## config.mk

```make
export PLATFORM = sky130hd
export DESIGN_NAME = safe_sequence_checker_unit
export DESIGN_NICKNAME = d
export VERILOG_FILES = /design/src/design/ssc_pkg.sv /design/src/design/ssc_ram.sv /design/src/design/ssc_select.sv /design/src/design/safe_sequence_checker_unit.sv
export SDC_FILE = /design/constraint.sdc
export NUM_CORES = 1
export LEC_CHECK = 0
export ABC_AREA = 1
export ABC_CLOCK_PERIOD_IN_PS = 3350
export BUFFER_PORTS_ARGS = -buffer_cell sky130_fd_sc_hd__buf_4
export CORE_MARGIN = 2
export CORE_UTILIZATION = 59
export CTS_BUF_LIST = sky130_fd_sc_hd__clkbuf_8
export CTS_CLUSTER_DIAMETER = 200
export DETAILED_ROUTE_END_ITERATION = 8
export GPL_ROUTABILITY_DRIVEN = 0
export HOLD_SLACK_MARGIN = 0.1
export PLACE_DENSITY_LB_ADDON = 0.12
export SLEW_MARGIN = 5
export SYNTH_ARGS = -nofsm -noshare
export SYNTH_HDL_FRONTEND = slang
export SYNTH_SLANG_ARGS = --single-unit
export TNS_END_PERCENT = 50
```

## constraint.sdc

```tcl
create_clock -name aclk -period 3.35 [get_ports aclk]
set_clock_uncertainty 0.05 [all_clocks]
set_input_delay 0.67 -clock aclk [delete_from_list [all_inputs] [get_ports aclk]]
set_output_delay 0.67 -clock aclk [all_outputs]
set_load 0.03 [all_outputs]
```

## src/design/ssc_pkg.sv

```systemverilog
// Shared constants and types for the safe sequence checker.
`timescale 1ns / 1ps

package ssc_pkg;

    // Default sizing.
    localparam int MAX_PROCESSES_DEF = 8;
    localparam int MAX_RESOURCES_DEF = 4;
    localparam int VALUE_WIDTH_DEF   = 8;

    // Configuration port.
    localparam int CFG_INDEX_W = 2;
    localparam int CFG_DATA_W  = 4;
    localparam int PROC_CFG_W  = 4;
    localparam int RES_CFG_W   = 3;

    localparam logic [CFG_INDEX_W-1:0] REG_PROCESSES = 2'd0;
    localparam logic [CFG_INDEX_W-1:0] REG_RESOURCES = 2'd1;

    localparam logic [PROC_CFG_W-1:0] PROC_CFG_RESET = 4'd8;
    localparam logic [RES_CFG_W-1:0]  RES_CFG_RESET  = 3'd4;

    // Input item kinds.
    localparam int KIND_W = 2;
    localparam logic [KIND_W-1:0] KIND_LOAD_CLAIM = 2'd0;
    localparam logic [KIND_W-1:0] KIND_LOAD_AVAIL = 2'd1;
    localparam logic [KIND_W-1:0] KIND_RUN        = 2'd2;

    // Fixed field widths of the stream payload.
    localparam int FIELD_VALUE_W = 8;
    localparam int S_TDATA_W     = 32;
    localparam int M_TDATA_W     = 8;
    localparam int CHOSEN_W      = 3;

    // Tag that follows a table read issued during a scan.
    typedef struct packed {
        logic valid;
        logic first;
        logic last;
    } scan_tag_t;

endpackage

```

## src/design/ssc_ram.sv

```systemverilog
// Generic single-write, single-read RAM with registered read data.
`timescale 1ns / 1ps

module ssc_ram #(
    parameter int WIDTH = 16,
    parameter int DEPTH = 32
) (
    input  logic                     aclk,
    input  logic                     we,
    input  logic [$clog2(DEPTH)-1:0] waddr,
    input  logic [WIDTH-1:0]         wdata,
    input  logic [$clog2(DEPTH)-1:0] raddr,
    output logic [WIDTH-1:0]         rdata
);

    logic [WIDTH-1:0] mem [DEPTH];
    logic [WIDTH-1:0] rdata_reg;

    always_ff @(posedge aclk) begin
        if (we) begin
            mem[waddr] <= wdata;
        end
        rdata_reg <= mem[raddr];
    end

    assign rdata = rdata_reg;

endmodule

```

## src/design/ssc_select.sv

```systemverilog
// Scan datapath: per-process fit test, allocation sum and best-candidate tracking.
`timescale 1ns / 1ps

module ssc_select #(
    parameter int VALUE_WIDTH = 8,
    parameter int AVAIL_W     = 12,
    parameter int SUM_W       = 11,
    parameter int P_W         = 3,
    parameter int ADDR_W      = 5
) (
    input  logic                   aclk,
    input  logic                   aresetn,
    input  logic                   clear,
    input  ssc_pkg::scan_tag_t     tag,
    input  logic [P_W-1:0]         tag_p,
    input  logic [ADDR_W-1:0]      tag_base,
    input  logic [VALUE_WIDTH-1:0] claim,
    input  logic [VALUE_WIDTH-1:0] alloc,
    input  logic [AVAIL_W-1:0]     avail,
    input  logic                   done_mark,
    output logic                   found,
    output logic [P_W-1:0]         best_p,
    output logic [ADDR_W-1:0]      best_base
);

    logic                   fit_acc_reg;
    logic [SUM_W-1:0]       sum_acc_reg;
    logic                   found_reg;
    logic [SUM_W-1:0]       best_sum_reg;
    logic [P_W-1:0]         best_p_reg;
    logic [ADDR_W-1:0]      best_base_reg;

    logic [VALUE_WIDTH-1:0] need;
    logic                   fit_now;
    logic [SUM_W-1:0]       sum_now;
    logic                   take;

    always_comb begin
        need    = (claim > alloc) ? (claim - alloc) : '0;
        fit_now = (tag.first | fit_acc_reg) & (AVAIL_W'(need) <= avail);
        sum_now = (tag.first ? '0 : sum_acc_reg) + SUM_W'(alloc);
        take    = tag.valid & tag.last & ~done_mark & fit_now
                  & (~found_reg | (sum_now > best_sum_reg));
    end

    always_ff @(posedge aclk) begin
        if (!aresetn) begin
            found_reg <= 1'b0;
        end else if (clear) begin
            found_reg <= 1'b0;
        end else if (take) begin
            found_reg <= 1'b1;
        end
    end

    // Accumulators and best candidate carry no reset.
    always_ff @(posedge aclk) begin
        if (tag.valid) begin
            fit_acc_reg <= fit_now;
            sum_acc_reg <= sum_now;
        end
        if (take) begin
            best_sum_reg  <= sum_now;
            best_p_reg    <= tag_p;
            best_base_reg <= tag_base;
        end
    end

    assign found     = found_reg;
    assign best_p    = best_p_reg;
    assign best_base = best_base_reg;

endmodule

```

## src/design/safe_sequence_checker_unit.sv

```systemverilog
// Each scan reads the claim/allocation RAM one entry a cycle; the RAM port sets the pace.
// Load items produce no result; one item is handled at a time.
// Results leave through an output register, so the next pass overlaps a waiting result.
// Reset: synchronous active-low; clears control, finished marks and registers to 8 and 4.
`timescale 1ns / 1ps

module safe_sequence_checker_unit #(
    parameter int MAX_PROCESSES = ssc_pkg::MAX_PROCESSES_DEF,
    parameter int MAX_RESOURCES = ssc_pkg::MAX_RESOURCES_DEF,
    parameter int VALUE_WIDTH   = ssc_pkg::VALUE_WIDTH_DEF
) (
    input  logic                            aclk,
    input  logic                            aresetn,
    // config write port
    input  logic                            cfg_we,
    input  logic [ssc_pkg::CFG_INDEX_W-1:0] cfg_index,
    input  logic [ssc_pkg::CFG_DATA_W-1:0]  cfg_wdata,
    // input stream
    input  logic                            s_axis_tvalid,
    output logic                            s_axis_tready,
    // process_index[2:0], resource_index[4:3], max_claim[12:5],
    // allocated[20:13], available_amount[28:21], zero [31:29]
    input  logic [ssc_pkg::S_TDATA_W-1:0]   s_axis_tdata,
    // kind[1:0]
    input  logic [ssc_pkg::KIND_W-1:0]      s_axis_tuser,
    // result stream
    output logic                            m_axis_tvalid,
    input  logic                            m_axis_tready,
    // chosen_process[2:0], system_safe[3], zero [7:4]
    output logic [ssc_pkg::M_TDATA_W-1:0]   m_axis_tdata,
    // is_verdict[0]
    output logic [0:0]                      m_axis_tuser,
    output logic                            m_axis_tlast
);

    localparam int P_W     = $clog2(MAX_PROCESSES);
    localparam int R_W     = (MAX_RESOURCES > 1) ? $clog2(MAX_RESOURCES) : 1;
    localparam int DEPTH   = MAX_PROCESSES * MAX_RESOURCES;
    localparam int ADDR_W  = $clog2(DEPTH);
    localparam int PC_W    = $clog2(MAX_PROCESSES + 1);
    localparam int RC_W    = $clog2(MAX_RESOURCES + 1);
    localparam int AVAIL_W = VALUE_WIDTH + 4;
    localparam int SUM_W   = VALUE_WIDTH + RC_W;
    localparam int FW      = ssc_pkg::FIELD_VALUE_W;

    typedef enum logic [7:0] {
        ST_IDLE      = 8'b0000_0001,
        ST_SCAN      = 8'b0000_0010,
        ST_SCAN_WAIT = 8'b0000_0100,
        ST_DECIDE    = 8'b0000_1000,
        ST_UPDATE    = 8'b0001_0000,
        ST_UPD_WAIT  = 8'b0010_0000,
        ST_EMIT      = 8'b0100_0000,
        ST_VERDICT   = 8'b1000_0000
    } state_t;

    state_t state_reg, state_next;

    // Input fields.
    logic [ssc_pkg::KIND_W-1:0] in_kind;
    logic [2:0]                 in_pidx;
    logic [1:0]                 in_ridx;
    logic [FW-1:0]              in_claim;
    logic [FW-1:0]              in_alloc;
    logic [FW-1:0]              in_avail;
    logic                       in_accept;
    logic                       pidx_ok;
    logic                       ridx_ok;

    assign in_kind   = s_axis_tuser;
    assign in_pidx   = s_axis_tdata[2:0];
    assign in_ridx   = s_axis_tdata[4:3];
    assign in_claim  = s_axis_tdata[12:5];
    assign in_alloc  = s_axis_tdata[20:13];
    assign in_avail  = s_axis_tdata[28:21];
    assign s_axis_tready = (state_reg == ST_IDLE);
    assign in_accept = s_axis_tvalid & s_axis_tready;
    assign pidx_ok   = (32'(in_pidx) < MAX_PROCESSES);
    assign ridx_ok   = (32'(in_ridx) < MAX_RESOURCES);

    // Configuration registers.
    logic [ssc_pkg::PROC_CFG_W-1:0] proc_cfg_reg;
    logic [ssc_pkg::RES_CFG_W-1:0]  res_cfg_reg;

    always_ff @(posedge aclk) begin
        if (!aresetn) begin
            proc_cfg_reg <= ssc_pkg::PROC_CFG_RESET;
            res_cfg_reg  <= ssc_pkg::RES_CFG_RESET;
        end else if (cfg_we) begin
            case (cfg_index)
                ssc_pkg::REG_PROCESSES: proc_cfg_reg <= cfg_wdata[ssc_pkg::PROC_CFG_W-1:0];
                ssc_pkg::REG_RESOURCES: res_cfg_reg  <= cfg_wdata[ssc_pkg::RES_CFG_W-1:0];
                default: ;
            endcase
        end
    end

    // Clamp counts into 1..max.
    logic [PC_W-1:0] nproc_run;
    logic [RC_W-1:0] nres_run;

    always_comb begin
        if (proc_cfg_reg == '0) begin
            nproc_run = PC_W'(1);
        end else if (32'(proc_cfg_reg) > MAX_PROCESSES) begin
            nproc_run = PC_W'(MAX_PROCESSES);
        end else begin
            nproc_run = PC_W'(proc_cfg_reg);
        end
        if (res_cfg_reg == '0) begin
            nres_run = RC_W'(1);
        end else if (32'(res_cfg_reg) > MAX_RESOURCES) begin
            nres_run = RC_W'(MAX_RESOURCES);
        end else begin
            nres_run = RC_W'(res_cfg_reg);
        end
    end

    // Run control registers.
    logic [PC_W-1:0]          nproc_reg;
    logic [RC_W-1:0]          nres_reg;
    logic [PC_W-1:0]          pass_reg, pass_next;
    logic [P_W-1:0]           scan_p_reg, scan_p_next;
    logic [R_W-1:0]           scan_r_reg, scan_r_next;
    logic [ADDR_W-1:0]        scan_base_reg, scan_base_next;
    logic [MAX_PROCESSES-1:0] done_reg, done_next;
    logic                     sel_clear;

    // Read pipeline tags.
    ssc_pkg::scan_tag_t rd_scan_reg, rd_scan_next;
    logic               rd_upd_reg, rd_upd_next;
    logic [R_W-1:0]     rd_r_reg;
    logic [P_W-1:0]     rd_p_reg;
    logic [ADDR_W-1:0]  rd_base_reg;

    // Table RAM: {claim, allocation} per process and resource.
    logic                       ram_we;
    logic [ADDR_W-1:0]          ram_waddr;
    logic [2*VALUE_WIDTH-1:0]   ram_wdata;
    logic [ADDR_W-1:0]          ram_raddr;
    logic [2*VALUE_WIDTH-1:0]   ram_rdata;
    logic [VALUE_WIDTH-1:0]     rd_claim;
    logic [VALUE_WIDTH-1:0]     rd_alloc;

    assign ram_we    = in_accept & (in_kind == ssc_pkg::KIND_LOAD_CLAIM) & pidx_ok & ridx_ok;
    assign ram_waddr = ADDR_W'(32'(in_pidx) * MAX_RESOURCES + 32'(in_ridx));
    assign ram_wdata = {VALUE_WIDTH'(in_claim), VALUE_WIDTH'(in_alloc)};
    assign rd_claim  = ram_rdata[2*VALUE_WIDTH-1:VALUE_WIDTH];
    assign rd_alloc  = ram_rdata[VALUE_WIDTH-1:0];

    ssc_ram #(
        .WIDTH (2 * VALUE_WIDTH),
        .DEPTH (DEPTH)
    ) u_table (
        .aclk  (aclk),
        .we    (ram_we),
        .waddr (ram_waddr),
        .wdata (ram_wdata),
        .raddr (ram_raddr),
        .rdata (ram_rdata)
    );

    // Available amounts.
    logic [AVAIL_W-1:0] avail_reg [MAX_RESOURCES];
    logic [AVAIL_W:0]   avail_sum;
    logic [AVAIL_W-1:0] avail_sat;

    assign avail_sum = {1'b0, avail_reg[rd_r_reg]} + (AVAIL_W + 1)'(rd_alloc);
    assign avail_sat = avail_sum[AVAIL_W] ? {AVAIL_W{1'b1}} : avail_sum[AVAIL_W-1:0];

    always_ff @(posedge aclk) begin
        if (in_accept && in_kind == ssc_pkg::KIND_LOAD_AVAIL && ridx_ok) begin
            avail_reg[R_W'(in_ridx)] <= AVAIL_W'(VALUE_WIDTH'(in_avail));
        end else if (rd_upd_reg) begin
            avail_reg[rd_r_reg] <= avail_sat;
        end
    end

    // Candidate selection.
    logic              sel_found;
    logic [P_W-1:0]    sel_best_p;
    logic [ADDR_W-1:0] sel_best_base;

    ssc_select #(
        .VALUE_WIDTH (VALUE_WIDTH),
        .AVAIL_W     (AVAIL_W),
        .SUM_W       (SUM_W),
        .P_W         (P_W),
        .ADDR_W      (ADDR_W)
    ) u_select (
        .aclk      (aclk),
        .aresetn   (aresetn),
        .clear     (sel_clear),
        .tag       (rd_scan_reg),
        .tag_p     (rd_p_reg),
        .tag_base  (rd_base_reg),
        .claim     (rd_claim),
        .alloc     (rd_alloc),
        .avail     (avail_reg[rd_r_reg]),
        .done_mark (done_reg[rd_p_reg]),
        .found     (sel_found),
        .best_p    (sel_best_p),
        .best_base (sel_best_base)
    );

    // Output register.
    logic                          m_valid_reg, m_valid_next;
    logic [ssc_pkg::CHOSEN_W-1:0]  m_chosen_reg, m_chosen_next;
    logic                          m_safe_reg, m_safe_next;
    logic                          m_verdict_reg, m_verdict_next;
    logic                          out_free;
    logic                          all_done;
    logic                          r_last;
    logic                          p_last;
    logic                          pass_last;

    assign out_free  = ~m_valid_reg | m_axis_tready;
    assign r_last    = ((RC_W'(scan_r_reg) + RC_W'(1)) == nres_reg);
    assign p_last    = ((PC_W'(scan_p_reg) + PC_W'(1)) == nproc_reg);
    assign pass_last = ((pass_reg + PC_W'(1)) == nproc_reg);

    always_comb begin
        all_done = 1'b1;
        for (int i = 0; i < MAX_PROCESSES; i++) begin
            if (i < 32'(nproc_reg) && !done_reg[i]) begin
                all_done = 1'b0;
            end
        end
    end

    assign ram_raddr = (state_reg == ST_UPDATE) ? (sel_best_base + ADDR_W'(scan_r_reg))
                                                : (scan_base_reg + ADDR_W'(scan_r_reg));

    always_comb begin
        state_next     = state_reg;
        pass_next      = pass_reg;
        scan_p_next    = scan_p_reg;
        scan_r_next    = scan_r_reg;
        scan_base_next = scan_base_reg;
        done_next      = done_reg;
        sel_clear      = 1'b0;
        rd_scan_next   = '0;
        rd_upd_next    = 1'b0;
        m_valid_next   = m_valid_reg & ~m_axis_tready;
        m_chosen_next  = m_chosen_reg;
        m_safe_next    = m_safe_reg;
        m_verdict_next = m_verdict_reg;

        case (state_reg)
            ST_IDLE: begin
                if (in_accept && in_kind == ssc_pkg::KIND_RUN) begin
                    done_next      = '0;
                    pass_next      = '0;
                    scan_p_next    = '0;
                    scan_r_next    = '0;
                    scan_base_next = '0;
                    sel_clear      = 1'b1;
                    state_next     = ST_SCAN;
                end
            end
            ST_SCAN: begin
                rd_scan_next.valid = 1'b1;
                rd_scan_next.first = (scan_r_reg == '0);
                rd_scan_next.last  = r_last;
                if (r_last) begin
                    scan_r_next    = '0;
                    scan_p_next    = scan_p_reg + P_W'(1);
                    scan_base_next = scan_base_reg + ADDR_W'(MAX_RESOURCES);
                    if (p_last) begin
                        state_next = ST_SCAN_WAIT;
                    end
                end else begin
                    scan_r_next = scan_r_reg + R_W'(1);
                end
            end
            ST_SCAN_WAIT: begin
                state_next = ST_DECIDE;
            end
            ST_DECIDE: begin
                if (sel_found) begin
                    scan_r_next = '0;
                    state_next  = ST_UPDATE;
                end else if (pass_last) begin
                    state_next = ST_VERDICT;
                end else begin
                    // nothing fits: skip this pass
                    pass_next      = pass_reg + PC_W'(1);
                    scan_p_next    = '0;
                    scan_r_next    = '0;
                    scan_base_next = '0;
                    sel_clear      = 1'b1;
                    state_next     = ST_SCAN;
                end
            end
            ST_UPDATE: begin
                rd_upd_next = 1'b1;
                if (r_last) begin
                    state_next = ST_UPD_WAIT;
                end else begin
                    scan_r_next = scan_r_reg + R_W'(1);
                end
            end
            ST_UPD_WAIT: begin
                state_next = ST_EMIT;
            end
            ST_EMIT: begin
                if (out_free) begin
                    m_valid_next          = 1'b1;
                    m_chosen_next         = ssc_pkg::CHOSEN_W'(sel_best_p);
                    m_safe_next           = 1'b0;
                    m_verdict_next        = 1'b0;
                    done_next[sel_best_p] = 1'b1;
                    if (pass_last) begin
                        state_next = ST_VERDICT;
                    end else begin
                        pass_next      = pass_reg + PC_W'(1);
                        scan_p_next    = '0;
                        scan_r_next    = '0;
                        scan_base_next = '0;
                        sel_clear      = 1'b1;
                        state_next     = ST_SCAN;
                    end
                end
            end
            ST_VERDICT: begin
                if (out_free) begin
                    m_valid_next   = 1'b1;
                    m_chosen_next  = '0;
                    m_safe_next    = all_done;
                    m_verdict_next = 1'b1;
                    state_next     = ST_IDLE;
                end
            end
            default: begin
                state_next = ST_IDLE;
            end
        endcase
    end

    always_ff @(posedge aclk) begin
        if (!aresetn) begin
            state_reg   <= ST_IDLE;
            done_reg    <= '0;
            rd_scan_reg <= '0;
            rd_upd_reg  <= 1'b0;
            m_valid_reg <= 1'b0;
        end else begin
            state_reg   <= state_next;
            done_reg    <= done_next;
            rd_scan_reg <= rd_scan_next;
            rd_upd_reg  <= rd_upd_next;
            m_valid_reg <= m_valid_next;
        end
    end

    // Counters and payload: no reset needed; a run start loads the counters, and each result loads the payload.
    always_ff @(posedge aclk) begin
        if (in_accept && in_kind == ssc_pkg::KIND_RUN) begin
            nproc_reg <= nproc_run;
            nres_reg  <= nres_run;
        end
        pass_reg      <= pass_next;
        scan_p_reg    <= scan_p_next;
        scan_r_reg    <= scan_r_next;
        scan_base_reg <= scan_base_next;
        rd_r_reg      <= scan_r_reg;
        rd_p_reg      <= scan_p_reg;
        rd_base_reg   <= scan_base_reg;
        m_chosen_reg  <= m_chosen_next;
        m_safe_reg    <= m_safe_next;
        m_verdict_reg <= m_verdict_next;
    end

    assign m_axis_tvalid = m_valid_reg;
    assign m_axis_tdata  = {4'b0000, m_safe_reg, m_chosen_reg};
    assign m_axis_tuser  = m_verdict_reg;
    assign m_axis_tlast  = m_verdict_reg;

endmodule
```

==> impl_metrics.toml, run 1 <==
[status]
status = "finished clean"

[die]
num_rows = 80
core_area_um2 = 47850
fp.dieH_um = 224.5
ios = 57
dieWidth_um = 224.5
dieArea_um2 = 50410
start_util_pct = 59.97

[synthesis]
synthArstFlopShare_pct = 0
ys_ff_latch = 666
synth_cell_type_count = 44
avgSynthCellArea_um2 = 10.91
yosys.area.top_type_share_pct = 64.15
yosysMostFrequentCell = "edfxtp_1"
yosys_warnings = 0
ys_seq_area_share_pct = 67.85
synth-main-ff-cell = "edfxtp_1"
syn_inst = 2631
synth_commonest_cells = "613 x edfxtp_1, 525 x nand2_1, 411 x nor2_1"
synth_edf_count = 613
syn_area_um2 = 28690
synthTopCellsByArea = "edfxtp_1 64%, nand2_1 6.9%, nor2_1 5.4%, o21ai_0 4.2%, dfxtp_1 3.7%"
yosysTopAreaCell = "edfxtp_1"

[global_route]
grt_max_degree = 135
antenna_found_initial = 2
grt_pass1_wl_mm = 104.8
grt-ovfl-total = 0
grt_pass1_vias = 19140
grt_usage_pct = 27.35

[placed_design]
port_buffers = 49
place_ws_ns = -0.06941
dp_hpwl_mm = 39.66
place_inst = 3252

[finish]
stdcell_count = 3442
post-route-util_pct = 67.01
nets = 2842
drive_gt1_share_pct = 11.75
syn_to_final_growth_pct = 11.74
largest_reg_flops = 512

[detailed_routing]
postRouteAntennaNets = 0
drc_errors = 0
drtPass1Iterations = 6
num_vias = 19898
post_drt_wl_per_cell_um = 20.02
wirelength_mm = 68.92
drt_iter0_drc = 1919
viasPerCell = 5.781

[sta]
fmax_ghz = 0.3053
timing.hold.ws_ns = 0.1499
setup_violations = 0
layout_setup_ws_ns = 0.07439
min_period_over_period_pct = 97.78
grt_setup_unrepaired = "true"
worst_pin_slew_ns = 0.7574
hold_viol_final = 0
finalCriticalPeriod_ns = 3.276
slew_viol_final = 0
max-slew-margin-rel_pct = 49.43

[power_and_ir_drop]
p_sw_share_pct = 26.46
leakage_nw = 12.22
power_frac_comb_pct = 13.3
ir_worst_vdd_uv = 381.1
powerDensity_nw_per_um2 = 556.5
p_seq_share_pct = 51.8
intPower_mw = 13.12
total_power_mw = 17.84
clockPowerShare_pct = 34.9
p_sw_mw = 4.720

[clocking]
cts-hold-fix-buffers = 0
clockBufferDepth = 3
cts_root_buffer = "clkbuf_8"
clk_latency_ns = 0.70
cts_tree = "done"
cts_htree_levels = 3
clock_sinks = 666
cts_buffers = 103
clkTransAtPathRegs_ns = 0.06

[critical_path]
required_ns = 3.70
worstSetupPathType = "reg2reg"
critPathMaxFanout = 6
cp_data_arrival_time_ns = 3.62
r2r_slack_ns = 0.07
crit_path_end_kind = "flop"
critPathLaunchType = "flop"

[min_path]
hold_path.class = "in2reg"

[run]
drv_cap = 0
==> metrics by stage <==
step	setup TNS, ns	area, µm²
global placement	-0.02843	29940
CTS	0	31850
floorplan	0	28710
detailed placement	-0.9487	29940
finish	0	32060
global route	-1.374	32060
==> critical path, cell delays in order (launching register included) <==
cell and delay [ns]:
dfxtp_2 0.34, inv_1 0.08, ha_4 0.30, nand2_2 0.07, nor3_2 0.26, nand2_1 0.10
o211ai_1 0.13, nand2_2 0.15, nor3b_2 0.23, ha_1 0.28, nand2_1 0.09, inv_1 0.05
nand2_1 0.06, nand2_1 0.06, nand2_1 0.06, nand2_1 0.04, nand3b_1 0.17, nand3_2 0.13
nor2_4 0.18, buf_4 0.18
==> cell type report <==
class	count	area (µm²)
timing repair buffer	128	1094
inverter	170	645.6
antenna	1	2.502
clock buffer	110	1514
sequential	666	19480
multi-input combinational	1675	8190
clock inverter	77	370.4
tap	615	769.5
fill	3574	15780
==> final timing paths <==
| kind | cells after the start | from | to |
|---|---|---|---|
| min reg2reg | 0 | rd_base_reg[2] | u_select.best_base[2] |
| max reg2reg | 19 | u_table.rdata[6] | u_select.best_base[4] |
| min | 3 | cfg_wdata[3] | proc_cfg_reg[3] |
| max | 19 | u_table.rdata[6] | u_select.best_base[4] |
==> cells by family after synthesis <==
| kind of cell | share of synthesized area (%) |
|---|---|
| buffers and inverters | 4.378 |
| AOI/OAI and AO/OA | 8.132 |
| xor gates and xnor gates | 0.6715 |
| adders and majority gates | 2.390 |
| other | 0.01307 |
| and+or+nand+nor | 16.57 |
| DFF | 67.85 |
==> cell usage in the layout, fill, tap and decap left out, types with 16 or more instances in the layout <==
master,count
nand3_1,152
nor3_1,16
clkinv_1,31
buf_4,116
nand2_1,519
nand4_1,27
edfxtp_1,613
nor2_1,407
clkinv_2,19
dfxtp_1,47
clkbuf_8,110
ha_1,43
o22ai_1,51
inv_1,182
a21oi_1,90
o21ai_0,240
==> per-layer routing <==
metal	track usage, %	vias up	wire length (µm)
met5	0	-	13
met4	11.39	2	2394
met3	5.565	151	5537
met2	44.06	816	32680
met1	36.62	9582	28290
li1	-	9347	-
==> power by group through the flow <==
stage               Sequential (mW)  Clock [mW]  Combinational (mW)
CTS                            9.24        6.34                2.21
global placement               9.40           0                2.13
floorplan                      9.40           0                1.46
finish                         9.25        6.22                2.37
global route                   9.25        6.69                2.63
detailed placement             9.41           0                2.19
==> what timing repair did <==
item                       CTS  global route
gates resized for setup      6            42
setup buffers                0             2
pin swaps                    2            16
setup endpoints to repair   17            21
Note: power is estimated with default switching activity, not from simulation.
==> run 2: changes to the inputs <==
--- a/config.mk
+++ b/config.mk
@@ -8,6 +8,7 @@
 export ABC_AREA = 1
 export ABC_CLOCK_PERIOD_IN_PS = 3350
 export BUFFER_PORTS_ARGS = -buffer_cell sky130_fd_sc_hd__buf_4
+export CORE_ASPECT_RATIO = 0.5
 export CORE_MARGIN = 2
 export CORE_UTILIZATION = 59
 export CTS_BUF_LIST = sky130_fd_sc_hd__clkbuf_8
@@ -15,8 +16,7 @@
 export DETAILED_ROUTE_END_ITERATION = 8
 export GPL_ROUTABILITY_DRIVEN = 0
 export HOLD_SLACK_MARGIN = 0.1
-export PLACE_DENSITY_LB_ADDON = 0.12
-export SLEW_MARGIN = 5
+export PLACE_DENSITY = 0.82
 export SYNTH_ARGS = -nofsm -noshare
 export SYNTH_HDL_FRONTEND = slang
 export SYNTH_SLANG_ARGS = --single-unit
==> run 2 against run 1 <==
Power decreased by 1.5%. Cell area shrank 0.66%. Sequential power about the same. Global-route usage decreased by 0.55 points. First-iteration DRC count is 68% higher. Largest power group unchanged. Highest routed layer unchanged.
==> impl_metrics.toml, run 2 (same netlist as run 1, synthesis figures left out) <==
[status]
status = "finished clean"

[critical_path]
crit_path_end_kind = "flop"
slowest_delay_ns = 0.37
critPathLaunchType = "flop"
worstSetupPathType = "reg2reg"
cp_top_family = "simple AND/OR/NAND/NOR gates"
cp_data_arrival_time_ns = 3.62
crit_cells = 17
required_ns = 3.68
critPathBufInv = 2
critPathMaxFanout = 10
r2r_cells = 17
crit_chain = "ha_4 -> fa_2 -> o21ai_2 -> nand2_1 -> o211ai_1 -> nand2_2 -> buf_6 -> nor2_2 -> ha_1 -> nand2_2 -> nor2_2 -> nor2_1 -> nand2_1 -> nand3b_1 -> nand3_2 -> nor2_4 -> buf_12"
slowest_stage = "fa_2"

[sta]
hold_viol_final = 0
slew_viol_final = 0
setup_violations = 0
max-slew-margin-rel_pct = 50.02
finalCriticalPeriod_ns = 3.294
grt_setup_unrepaired = "true"
tns_ns = 0
layout_setup_ws_ns = 0.05627
fmax_ghz = 0.3036
worst_pin_slew_ns = 0.7496
timing.hold.ws_ns = 0.1850
min_period_over_period_pct = 98.32

[die]
dieWidth_um = 315.9
start_util_pct = 59.43
dieArea_um2 = 50520
num_rows = 57
fp.dieH_um = 159.9
core_area_um2 = 48280
ios = 57

[finish]
drive_gt1_share_pct = 11.00
post-route-util_pct = 65.96
syn_to_final_growth_pct = 11.00
fillCellCount = 3283
fin_area_um2 = 31850
final_common_cell = "edfxtp_1"
nets = 2827
largest_reg_flops = 512
most-common-layout-cells = "613 x edfxtp_1, 522 x nand2_1, 402 x nor2_1"

[placed_design]
place_ws_ns = -0.1783
place_area_um2 = 29950
dp_hpwl_mm = 39.66
port_buffers = 49

[clocking]
cts_buffers = 92
clkTransAtPathRegs_ns = 0.07
clock_sinks = 666
clockBufferDepth = 3
cts-hold-fix-buffers = 0
cts_htree_levels = 3
cts_root_buffer = "clkbuf_8"
cts_tree = "done"
clk_latency_ns = 0.69

[detailed_routing]
wirelength_mm = 68.18
num_vias = 20334
drtPass1Iterations = 8
drc_errors = 0
post_drt_wl_per_cell_um = 19.76
routedLengthMet1_mm = 26.39
postRouteAntennaNets = 0
drt_iter0_drc = 3225
met3_length_mm = 8.542
viasPerCell = 5.894
wl_met2_mm = 30.67
routed.top_layer = "met5"

[power_and_ir_drop]
ir_worst_vdd_uv = 314.0
power_frac_comb_pct = 13.7
p_seq_share_pct = 52.6
p_sw_share_pct = 26.67
clockPowerShare_pct = 33.7
intPower_mw = 12.88
powerDensity_nw_per_um2 = 551.6
leakage_nw = 12.11
p_sw_mw = 4.685

[min_path]
whs_path_depth = 3
hold_path.class = "in2reg"

[run]
drv_cap = 0

[global_route]
antenna_found_initial = 1
grt_pass1_wl_mm = 104.1
grt-ovfl-total = 0
grt_max_degree = 141
grt_pass1_vias = 19172
grt_usage_pct = 26.79
## run 2: final cells by class
cell class              count  area, µm²  share of cell area [%]
multi-input cells        1675       8143                   25.57
clock inverters            68      395.4                   1.241
diodes                      2      5.005                 0.01571
repair buffers            124       1051                   3.300
well taps                 649      812.0                   2.550
inverters                 170      645.6                   2.027
clock buffers              96       1321                   4.149
flip-flops and latches    666      19480                   61.15
## run 2: stage by stage
step | power, mW | instances
after CTS | 17.39 | 3447
after floorplan | 10.85 | 2634
after detailed placement | 11.60 | 3283
final | 17.57 | 3450
after global placement | 11.51 | 3283
after global routing | 18.17 | 3450
## run 2: what timing repair did
action,4_1_cts,5_1_grt
resized for setup,5,41
setup buffers,0,1
pin swaps,3,16
endpoints found under the setup margin,17,61
## run 2: final timing paths
check	from	endpoint	slack (ns)
setup / recovery	u_table.rdata[0]	u_select.best_base[4]	0.06
hold / removal	cfg_wdata[3]	proc_cfg_reg[3]	0.18
setup reg to reg	u_table.rdata[0]	u_select.best_base[4]	0.06
hold reg to reg	rd_base_reg[4]	u_select.best_base[4]	0.36
## run 2: power by group through the flow
stage,clock network (mW),registers (mW),logic (mW)
after detailed placement,0,9.41,2.18
after global placement,0,9.41,2.10
after floorplan,0,9.40,1.46
after global routing,6.29,9.25,2.64
final,5.92,9.24,2.40
after CTS,5.94,9.24,2.21
## run 2: worst reg2reg max path, stage by stage (launching register included)
cell and delay (ns):
dfxtp_1 0.34, ha_4 0.17, fa_2 0.37, o21ai_2 0.21, nand2_1 0.10, o211ai_1 0.13
nand2_2 0.13, buf_6 0.16, nor2_2 0.11, ha_1 0.27, nand2_2 0.12, nor2_2 0.05
nor2_1 0.11, nand2_1 0.07, nand3b_1 0.16, nand3_2 0.13, nor2_4 0.18, buf_12 0.15
## run 2: routing by layer
| layer | GRT usage [%] | vias up |
|---|---|---|
| met5 | 1.042 | - |
| met1 | 37.29 | 9541 |
| met4 | 10.75 | 2 |
| met3 | 6.610 | 191 |
| li1 | - | 9328 |
| met2 | 40.78 | 1272 |
